<file path="config.mk">
export PLATFORM = sky130hd
export DESIGN_NAME = murmur3_bucket_hash_top
export DESIGN_NICKNAME = d
export VERILOG_FILES = /design/src/sv/mbh_pkg.sv /design/src/sv/mbh_seq.sv /design/src/sv/mbh_dp.sv /design/src/sv/mbh_div.sv /design/src/sv/murmur3_bucket_hash_top.sv
export SDC_FILE = /design/constraint.sdc
export NUM_CORES = 2
export LEC_CHECK = 0
export BUFFER_PORTS_ARGS = -buffer_cell sky130_fd_sc_hd__buf_2
export CAP_MARGIN = 10
export CORE_UTILIZATION = 45
export CTS_CLUSTER_SIZE = 24
export DETAILED_ROUTE_END_ITERATION = 8
export PLACE_DENSITY_LB_ADDON = 0.12
export SLEW_MARGIN = 20
export SYNTH_ARGS = -nofsm -noshare
export SYNTH_HDL_FRONTEND = slang
export SYNTH_HIERARCHICAL = 1
export SYNTH_SLANG_ARGS = --single-unit
</file>
<file path="constraint.sdc">
create_clock -name clk -period 11.6 [get_ports clk]
set_input_delay 1.16 -clock clk [delete_from_list [all_inputs] [get_ports clk]]
set_output_delay 1.16 -clock clk [all_outputs]
set_load 0.01 [all_outputs]
</file>
<file path="src/sv/mbh_pkg.sv">
// Shared types, constants and microcode program for the murmur3 bucket hash.
package mbh_pkg;

  localparam logic [31:0] C1       = 32'hcc9e2d51;
  localparam logic [31:0] C2       = 32'h1b873593;
  localparam logic [31:0] BODY_ADD = 32'he6546b64;
  localparam logic [31:0] FMIX1    = 32'h85ebca6b;
  localparam logic [31:0] FMIX2    = 32'hc2b2ae35;
  localparam logic [31:0] BODY_MUL = 32'd5;

  localparam logic [31:0] CAP_RESET = 32'd1024;
  localparam logic [31:0] SEED_RESET = 32'd0;

  localparam logic [0:0] REG_SEED = 1'd0;
  localparam logic [0:0] REG_CAP  = 1'd1;

  localparam int PC_W = 4;
  typedef logic [PC_W-1:0] pc_t;

  typedef enum logic [3:0] {
    OP_NOP,
    OP_KC1,    // k = rotl(k * C1, 15)
    OP_KC2,    // h ^= k * C2
    OP_BODY,   // h = rotl(h, 13) * 5 + BODY_ADD
    OP_FX0,    // h ^= len, then h ^= h >> 16
    OP_FM1,    // h = h * FMIX1, then ^= >> 13
    OP_FM2,    // h = h * FMIX2, then ^= >> 16
    OP_DIV,    // launch bucket modulo
    OP_OUT     // hand result to output register
  } op_t;

  typedef enum logic [2:0] {
    CN_NEXT,      // advance
    CN_ZERO,      // jump when no byte in word
    CN_PART,      // jump when word is not full
    CN_BODY_END,  // stop unless last word
    CN_WAIT_DIV,  // hold while modulo runs
    CN_END        // stop once output slot is free
  } cond_t;

  typedef struct packed {
    op_t   op;
    cond_t cond;
    pc_t   target;
  } uword_t;

  typedef struct packed {
    op_t  op;
    logic out_fire;
  } ctrl_t;

  typedef struct packed {
    logic cnt_zero;
    logic cnt_full;
    logic last;
  } dp_stat_t;

  localparam pc_t PC_FIN = 4'd3;

  function automatic uword_t ucode(pc_t pc);
    uword_t w;
    unique case (pc)
      4'd0:    w = '{op: OP_KC1,  cond: CN_ZERO,     target: PC_FIN};
      4'd1:    w = '{op: OP_KC2,  cond: CN_PART,     target: PC_FIN};
      4'd2:    w = '{op: OP_BODY, cond: CN_BODY_END, target: PC_FIN};
      4'd3:    w = '{op: OP_FX0,  cond: CN_NEXT,     target: PC_FIN};
      4'd4:    w = '{op: OP_FM1,  cond: CN_NEXT,     target: PC_FIN};
      4'd5:    w = '{op: OP_FM2,  cond: CN_NEXT,     target: PC_FIN};
      4'd6:    w = '{op: OP_DIV,  cond: CN_NEXT,     target: PC_FIN};
      4'd7:    w = '{op: OP_NOP,  cond: CN_WAIT_DIV, target: PC_FIN};
      4'd8:    w = '{op: OP_OUT,  cond: CN_END,      target: PC_FIN};
      default: w = '{op: OP_NOP,  cond: CN_END,      target: PC_FIN};
    endcase
    return w;
  endfunction

endpackage

</file>
<file path="src/sv/mbh_seq.sv">
// Microcode sequencer: step counter, control ROM and branch logic.
module mbh_seq (
  input  logic                clk,
  input  logic                rst,
  input  logic                start,
  input  mbh_pkg::dp_stat_t   dp_stat,
  input  logic                div_busy,
  input  logic                out_free,
  output mbh_pkg::ctrl_t      ctrl,
  output logic                busy
);

  mbh_pkg::pc_t    pc;
  mbh_pkg::pc_t    pc_next;
  logic            running;
  logic            running_next;
  mbh_pkg::uword_t word;
  mbh_pkg::pc_t    pc_inc;

  assign word   = mbh_pkg::ucode(pc);
  assign pc_inc = pc + mbh_pkg::pc_t'(1);
  assign busy   = running;

  assign ctrl.op       = running ? word.op : mbh_pkg::OP_NOP;
  assign ctrl.out_fire = running && (word.op == mbh_pkg::OP_OUT) && out_free;

  always_comb begin
    pc_next      = pc;
    running_next = running;
    if (start) begin
      pc_next      = '0;
      running_next = 1'b1;
    end else if (running) begin
      unique case (word.cond)
        mbh_pkg::CN_NEXT:     pc_next = pc_inc;
        mbh_pkg::CN_ZERO:     pc_next = dp_stat.cnt_zero ? word.target : pc_inc;
        mbh_pkg::CN_PART:     pc_next = dp_stat.cnt_full ? pc_inc : word.target;
        mbh_pkg::CN_BODY_END: begin
          if (dp_stat.last) pc_next = pc_inc;
          else running_next = 1'b0;
        end
        mbh_pkg::CN_WAIT_DIV: pc_next = div_busy ? pc : pc_inc;
        mbh_pkg::CN_END:      running_next = !out_free;
        default:              running_next = 1'b0;
      endcase
    end
  end

  always_ff @(posedge clk) begin
    if (rst) begin
      pc      <= '0;
      running <= 1'b0;
    end else begin
      pc      <= pc_next;
      running <= running_next;
    end
  end

endmodule

</file>
<file path="src/sv/mbh_dp.sv">
// Hash datapath: running hash, scratch word, byte length and shared multiplier.
module mbh_dp (
  input  logic                clk,
  input  logic                rst,
  input  logic                load,
  input  logic [31:0]         key_word,
  input  logic [2:0]          byte_count,
  input  logic                last_word,
  input  logic [31:0]         hash_seed,
  input  mbh_pkg::ctrl_t      ctrl,
  output mbh_pkg::dp_stat_t   dp_stat,
  output logic [31:0]         hash
);

  logic [31:0] h;
  logic [31:0] k;
  logic [31:0] len;
  logic [2:0]  cnt;
  logic        last;
  logic        active;

  logic [2:0]  cnt_eff;
  logic [31:0] mask;
  logic [31:0] mul_a;
  logic [31:0] mul_b;
  logic [31:0] prod;
  logic [31:0] hx;

  // Non-last words always count as full; oversized counts clamp to four.
  assign cnt_eff = (!last_word || byte_count > 3'd4) ? 3'd4 : byte_count;

  always_comb begin
    case (cnt_eff)
      3'd1:    mask = 32'h0000_00ff;
      3'd2:    mask = 32'h0000_ffff;
      3'd3:    mask = 32'h00ff_ffff;
      default: mask = 32'hffff_ffff;
    endcase
  end

  always_comb begin
    mul_a = k;
    mul_b = mbh_pkg::C1;
    unique case (ctrl.op)
      mbh_pkg::OP_KC1:  begin mul_a = k; mul_b = mbh_pkg::C1; end
      mbh_pkg::OP_KC2:  begin mul_a = k; mul_b = mbh_pkg::C2; end
      mbh_pkg::OP_BODY: begin mul_a = {h[18:0], h[31:19]}; mul_b = mbh_pkg::BODY_MUL; end
      mbh_pkg::OP_FM1:  begin mul_a = h; mul_b = mbh_pkg::FMIX1; end
      mbh_pkg::OP_FM2:  begin mul_a = h; mul_b = mbh_pkg::FMIX2; end
      default:          begin mul_a = k; mul_b = mbh_pkg::C1; end
    endcase
  end

  assign prod = mul_a * mul_b;
  assign hx   = h ^ len;

  always_ff @(posedge clk) begin
    if (rst) begin
      active <= 1'b0;
      len    <= '0;
    end else if (load) begin
      k      <= key_word & mask;
      cnt    <= cnt_eff;
      last   <= last_word;
      h      <= active ? h : hash_seed;
      len    <= (active ? len : 32'd0) + {29'd0, cnt_eff};
      active <= 1'b1;
    end else begin
      unique case (ctrl.op)
        mbh_pkg::OP_KC1:  k <= {prod[16:0], prod[31:17]};
        mbh_pkg::OP_KC2:  h <= h ^ prod;
        mbh_pkg::OP_BODY: h <= prod + mbh_pkg::BODY_ADD;
        mbh_pkg::OP_FX0:  h <= hx ^ (hx >> 16);
        mbh_pkg::OP_FM1:  h <= prod ^ (prod >> 13);
        mbh_pkg::OP_FM2:  h <= prod ^ (prod >> 16);
        default:          ;
      endcase
      // Close the key once its result leaves; next word reloads the seed.
      if (ctrl.out_fire) active <= 1'b0;
    end
  end

  assign dp_stat.cnt_zero = (cnt == 3'd0);
  assign dp_stat.cnt_full = (cnt == 3'd4);
  assign dp_stat.last     = last;
  assign hash             = h;

endmodule

</file>
<file path="src/sv/mbh_div.sv">
// Radix-2 restoring modulo unit, one quotient bit per cycle.
module mbh_div (
  input  logic        clk,
  input  logic        rst,
  input  logic        start,
  input  logic [31:0] dividend,
  input  logic [31:0] divisor,
  output logic        busy,
  output logic [31:0] rem
);

  logic [31:0] r;
  logic [31:0] q;
  logic [31:0] d;
  logic [4:0]  step;
  logic [32:0] trial;
  logic [32:0] diff;

  assign trial = {r, q[31]};
  assign diff  = trial - {1'b0, d};

  always_ff @(posedge clk) begin
    if (rst) begin
      busy <= 1'b0;
      step <= '0;
    end else if (start) begin
      busy <= 1'b1;
      step <= 5'd31;
      r    <= '0;
      q    <= dividend;
      d    <= divisor;
    end else if (busy) begin
      // Remainder stays below the divisor, so 32 bits hold it.
      r    <= diff[32] ? trial[31:0] : diff[31:0];
      q    <= {q[30:0], 1'b0};
      step <= step - 5'd1;
      if (step == 5'd0) busy <= 1'b0;
    end
  end

  // A zero divisor yields bucket zero.
  assign rem = (d == 32'd0) ? 32'd0 : r;

endmodule

</file>
<file path="src/sv/murmur3_bucket_hash_top.sv">
// MurmurHash3 x86_32 over streamed key words, with bucket modulo; top level.
// A word that does not end a key runs KC1, KC2 and BODY in turn on the shared 32x32
// multiplier; a last word also holds the input through finalize, modulo and output stalls.
// s_tready stays low while a word is in process, so a new word is taken only once the last
// is done; the bucket index comes from the bit-serial modulo unit.
// Reset (rst, synchronous): seed 0, capacity 1024, no key open, no output.
module murmur3_bucket_hash_top (
  input  logic        clk,
  input  logic        rst,
  input  logic        s_tvalid,
  output logic        s_tready,
  input  logic [39:0] s_tdata,   // key_word[31:0], byte_count[34:32], zero pad
  input  logic        s_tlast,   // last_word
  output logic        m_tvalid,
  input  logic        m_tready,
  output logic [63:0] m_tdata,   // raw_hash[31:0], bucket_index[63:32]
  input  logic        cfg_we,
  input  logic [0:0]  cfg_index,
  input  logic [31:0] cfg_data
);

  logic [31:0]       hash_seed;
  logic [31:0]       table_capacity;
  logic              accept;
  logic              busy;
  logic              out_free;
  logic              div_start;
  logic              div_busy;
  logic [31:0]       div_rem;
  logic [31:0]       hash;
  mbh_pkg::ctrl_t    ctrl;
  mbh_pkg::dp_stat_t dp_stat;

  assign s_tready  = !busy;
  assign accept    = s_tvalid && s_tready;
  assign out_free  = !m_tvalid || m_tready;
  assign div_start = (ctrl.op == mbh_pkg::OP_DIV);

  always_ff @(posedge clk) begin
    if (rst) begin
      hash_seed      <= mbh_pkg::SEED_RESET;
      table_capacity <= mbh_pkg::CAP_RESET;
    end else if (cfg_we) begin
      unique case (cfg_index)
        mbh_pkg::REG_SEED: hash_seed      <= cfg_data;
        mbh_pkg::REG_CAP:  table_capacity <= cfg_data;
        default:           ;
      endcase
    end
  end

  mbh_seq u_seq (
    .clk      (clk),
    .rst      (rst),
    .start    (accept),
    .dp_stat  (dp_stat),
    .div_busy (div_busy),
    .out_free (out_free),
    .ctrl     (ctrl),
    .busy     (busy)
  );

  mbh_dp u_dp (
    .clk        (clk),
    .rst        (rst),
    .load       (accept),
    .key_word   (s_tdata[31:0]),
    .byte_count (s_tdata[34:32]),
    .last_word  (s_tlast),
    .hash_seed  (hash_seed),
    .ctrl       (ctrl),
    .dp_stat    (dp_stat),
    .hash       (hash)
  );

  mbh_div u_div (
    .clk      (clk),
    .rst      (rst),
    .start    (div_start),
    .dividend (hash),
    .divisor  (table_capacity - 32'd1),
    .busy     (div_busy),
    .rem      (div_rem)
  );

  always_ff @(posedge clk) begin
    if (rst) begin
      m_tvalid <= 1'b0;
    end else if (ctrl.out_fire) begin
      m_tvalid <= 1'b1;
    end else if (m_tready) begin
      m_tvalid <= 1'b0;
    end
  end

  always_ff @(posedge clk) begin
    if (ctrl.out_fire) m_tdata <= {div_rem, hash};
  end

endmodule
</file>
=== Word-level counts from Yosys, hierarchy flattened ===
Memory sizes are Yosys's and may differ from the RTL's. A register that Yosys moved wholly into a read port is not among the register bits.
Cells that the tools add are included.
W data, S select, Z words.

* Output and inout port bits: 66
* Register bits: 337
* ROM bits: 112
* Memories: 1

* Multiply operators: 1
* Bitwise logic cells: 8
* $add $sub $neg: 6
* Eq/ne operators: 20
* Multiplexer cells: 35
* Reduce and logical (&&, ||, !) cells: 30
* Magnitude comparators: 1

{| class="wikitable"
|+ Memory list
! memory !! depth !! width !! read ports !! clocked after Yosys merged registers in !! write ports !! line !! RTL
|-
| (no name shown) || 16 || 7 || 1 || 1 || 0 || mbh_pkg.sv:62 || <nowiki>unique case (pc)</nowiki>
|}

{| class="wikitable"
|+ Operators with widths
! operator !! number
|-
| $mux W32 || 9
|-
| $pmux W32 S5 || 1
|-
| $pmux W32 S4 || 1
|-
| $pmux W32 S3 || 1
|-
| $pmux W32 S2 || 1
|-
| $xor A32 B16 Y32 || 2
|-
| $xor A32 B32 Y32 || 2
|-
| $sub A33 B32 Y33 || 1
|-
| $add A32 B3 Y32 || 1
|-
| $add A32 B32 Y32 const B || 1
|-
| $and A32 B32 Y32 || 1
|-
| $logic_not A32 Y1 || 1
|-
| $mul A32 B32 Y32 || 1
|-
| $sub A32 B1 Y32 const B || 1
|-
| $xor A32 B19 Y32 || 1
|-
| $mux W4 || 7
|-
| $pmux W4 S5 || 1
|-
| $eq A4 B3 Y1 const B || 4
|-
| $eq A3 B2 Y1 const B || 4
|-
| $reduce_and A2 Y1 || 6
|-
| $mux W1 || 10
|-
| $mux W5 || 2
|-
| $eq A3 B3 Y1 const B || 3
|-
| $eq A4 B2 Y1 const B || 2
|-
| 23 further kinds || 37
|}

=== Longest topological paths before layout ===
* Depth in word-level cells: 8
* Gate-level depth with buffers: 44

=== By module ===
Netlist, hierarchy kept.

{| class="wikitable"
|+ By module, submodules not included
! module !! area each (um2) !! cells an instance !! times used
|-
| mbh_dp || 22273.9 || 2504 || 1
|-
| mbh_div || 6276.0 || 616 || 1
|-
| murmur3_bucket_hash_top || 4778.3 || 447 || 1
|-
| mbh_seq || 718.2 || 78 || 1
|}

=== Worst setup path before layout ===
Ideal clock, no wire load.

* Path kind: flip-flop to flip-flop
* Start: reg u_seq.running (netlist: u_seq/busy)
* End: reg u_dp.h[31] (netlist: u_dp/hash[31]) (data pin)
* Data arrival time: 9.359 ns
* Cell stages (with the launch flop): 35
* Period minus slack after synthesis: 9.630 ns
* Path slack: 1.970 ns
* Library setup time: 0.270 ns
* Cell sequence: dfxtp_1 > and2_1 > buf_2 > and4bb_1 > buf_4 > buf_4 > buf_4 > clkbuf_1 > a221oi_1 > nor2_1 > fa_1 > fa_1 > inv_1 > fa_1 > fa_1 > inv_1 > fa_1 > inv_1 > fa_1 > inv_1 > fa_1 > fa_1 > ha_1 > a21oi_1 > o21a_1 > and2_1 > a211oi_1 > o311ai_1 > o21a_1 > o211ai_1 > o21bai_1 > a211oi_1 > xnor2_1 > a221oi_2 > a21oi_1

{| class="wikitable"
|+ RTL lines
! what !! line !! RTL
|-
| start: declaration || mbh_seq.sv:15 || <nowiki>logic running;</nowiki>
|-
| start signal: assignment || mbh_seq.sv:55 || <nowiki>running <= running_next;</nowiki>
|-
| end signal: assignment || mbh_dp.sv:65 || <nowiki>h <= active ? h : hash_seed;</nowiki>
|-
| end signal: assignment || mbh_dp.sv:71 || <nowiki>mbh_pkg::OP_KC2: h <= h ^ prod;</nowiki>
|-
| end signal: assignment || mbh_dp.sv:72 || <nowiki>mbh_pkg::OP_BODY: h <= prod + mbh_pkg::BODY_ADD;</nowiki>
|-
| end: declaration || mbh_dp.sv:15 || <nowiki>logic [31:0] h;</nowiki>
|}

==> key figures <==
Status
  • Status: completed

Clocking
  • Htree depth: 2
  • Buffer depth of the longest clock path: 3
  • Clock root cell: clkbuf_16
  • Reg clk slew, reported paths: around 0.060 ns
  • CTS Buf Count: 39
  • Setup bufs post-CTS: 0
  • CTS Hold Bufs: 0
  • Clock Latency Late Sink: 0.58 ns
  • CTS tree: done
  • Sink Count: between 300 and 400
  • Post_cts resized: 0

Global route
  • GRT Overall Usage: 0.321
  • Vias in the first global route: 26596
  • Largest net degree at the start of global routing: 68
  • Overflow after GRT: 0
  • Global-route wire length before repair: roughly 180000 µm
  • Initial antenna violation count: 8

Placed design
  • DPL Wire Length: about 100000 µm
  • Final Wtd Congestion: between 1 and 1.5
  • I/O Buffers: about 140

Synth
  • Post-synthesis instance total: about 3600
  • Syn avg cell area: 9.34 µm²
  • Synth cell types: between 100 and 150
  • Sequential fraction of the synthesis area: 0.269
  • EDFF count, synth: between 200 and 250
  • Ys Warns: 6
  • Register bit total from synthesis: ~340
  • Adder-Cell Fraction of Synth Area: 0.297
  • Synth Area in Simple Gates: 0.143
  • Post-synth top area cell: fa_1
  • Synthesized area: between 0.03 and 0.04 mm²
  • Post-synth top area share: 0.230
  • Mux cell area share after synthesis: 0.0122
  • Mapped Nets: 4297
  • Synth Area in Compound Gates: 0.127
  • Main combinational cell family by area after synthesis: adder cells
  • Async SR Flop Fraction: 0
  • Largest cells by area after synthesis: fa_1 (23%), edfxtp_1 (20%), dfxtp_1 (6.8%)
  • Synth Area in XOR/XNOR: 0.0698
  • Ys flop type: edfxtp_1

Drt
  • Routed via count: about 28000
  • DRC errors left: 0
  • DR pass1 iterations: 7
  • Final ANT Viol Nets: 0
  • Starting DRT DRC Count: around 3200
  • WL final: approximately 120000 µm
  • Number of vias per cell: between 5 and 6
  • Wire per inst: 25.9 µm

Timing
  • Final setup fails: 0
  • Final Cycle Share: 0.955
  • Relative slew slack: 0.243
  • Period minus WS final: ~11 ns
  • Worst Tran Pin Value: around 1.1 ns
  • Final setup TNS: 0 ns
  • Final max-slew violation count: 0
  • Unrepaired setup endpoints after global routing: false
  • Fin. Hold Viols: 0
  • Fin Clk Skew: 0.0392 ns
  • Fmax: 0.0903 GHz

Layout
  • Post-layout net count: 4424
  • P&R area growth vs syn: 10.0%
  • Fillers: just over 7000
  • Register area: 0.00917 mm²
  • Multi-input gate area: 0.0222 mm²
  • Fraction of layout cells with a size suffix above 1: 0.111
  • Most frequent cells in the layout: inv_1 (557), nand2_1 (462), fa_1 (391), nor2_1 (264), edfxtp_1 (228)
  • Most common cell after layout, fill and taps aside: inv_1

Critical path
  • CP dominant cell by count: fa_1
  • Required @ worst endpoint: between 10 and 15 ns
  • Crit-path max FO: 17
  • CP startpoint kind: register
  • Critical path arrival: between 10 and 15 ns
  • Largest stage delay, worst path: approximately 0.64 ns
  • Crit end category: register
  • CP max-delay cell: a211oi_1
  • Worst Setup Path Type: register to register

Floorplanning
  • Initial Util: 0.456
  • Die ar.: about 0.077 mm²
  • Num rows: 100
  • Core Region: roughly 0.075 mm²
  • Die Wd: 277 µm
  • Die Ht: ~280 µm
  • IO Pins: 145

Hold path
  • Hold WC Path Type: register to register

Flow run
  • Maxcap violations: 0
cells by family after synthesis:
group / count (synthesis)
XOR/XNOR: 263
flip-flops: 344
adder cells (fa/ha/maj): 573
multiplexers: 37
buffers and inverters: 719
AO/OA/AOI/OAI: 640
AND/OR/NAND/NOR: 1069
final timing paths:
path | from | endpoint | slack, ns | depth (start not counted)
setup / recovery | u_seq/busy | u_dp/hash[23] | 0.52 | 31
hold / removal | hash_seed[30] | hash_seed[30] | 0.46 | 2
setup reg to reg | u_seq/busy | u_dp/hash[23] | 0.52 | 31
hold reg to reg | hash_seed[30] | hash_seed[30] | 0.46 | 2
cell usage after synthesis (8+ instances only):
cell      instances
a211o_1           8
a211oi_1         24
a21o_1           32
a21oi_1         206
a221o_1           8
a221oi_1         24
a22o_1           12
a22oi_1          17
a31oi_1          20
and2_1           24
and3_1           26
buf_1            19
buf_2            14
buf_4             8
clkbuf_1        110
dfxtp_1         116
edfxtp_1        228
fa_1            391
ha_1            182
inv_1           557
mux2_2           35
nand2_1         463
nand2b_1         27
nand3_1          44
nand3b_1         15
nand4_1          16
nor2_1          267
nor2b_1          52
nor3_1           48
nor4_1           20
o211ai_1         19
o21a_1           28
o21ai_0          96
o21ai_1           8
o21bai_1         12
o221ai_1         12
o22ai_1          10
o31ai_1          16
or2_2            12
or3_1            15
xnor2_1         179
xor2_1           77
cell type report:
cell class              instances  share of cell area
multi-input cells            2582               0.592
flip-flops and latches        344               0.245
inverters                     563              0.0564
repair buffers                242              0.0393
well taps                     969              0.0324
clock buffers                  57              0.0302
clock inverters                14             0.00447
diodes                          2            0.000134
worst max-delay path, delay by kind of cell (launching register included):
family                     cells  cell delay (ns)
adders and majority gates      9             3.58
buffers and inverters          6             1.03
and+or+nand+nor                4             1.49
AOI/OAI and AO/OA             10             3.41
DFF                            1             0.59
xor gates and xnor gates       2             0.66
registers in the layout, summed over array words and instances, names as in the netlist, 7 cells and up:
name and flops:
m_tdata 64, hash_seed 32, table_capacity 32, u_div/d 32, u_div/q 32, u_div/r 32, u_dp/hash 32, u_dp/k 32
u_dp/len 32, u_seq/word 7
per-layer routing:
metal  GRT usage  up-vias  wire (µm)
li1            -    12293          -
met1       0.456    13577      52800
met2       0.475     1478      52900
met3      0.0666      272      12000
met4       0.130        4       5550
met5           0        -         34
through the flow:
stage / setup slack [ns] / hold WS, ns / std cells / utilization / area (µm²)
final: 0.525 / 0.457 / 4773 / 0.502 / 37500
after global routing: 0.0734 / 0.477 / 4771 / 0.502 / 37500
after CTS: 0.707 / 0.456 / 4771 / 0.501 / 37500
after detailed placement: 0.794 / 0.448 / 4700 / 0.484 / 36200
after global placement: 0.786 / 0.445 / 4700 / 0.484 / 36200
after floorplan: 1.97 / 0.436 / 3645 / - / 34000
Power is left out: the tool's default activity adds up to more than one toggle a clock period on the data nets, which glitch-free logic cannot reach.
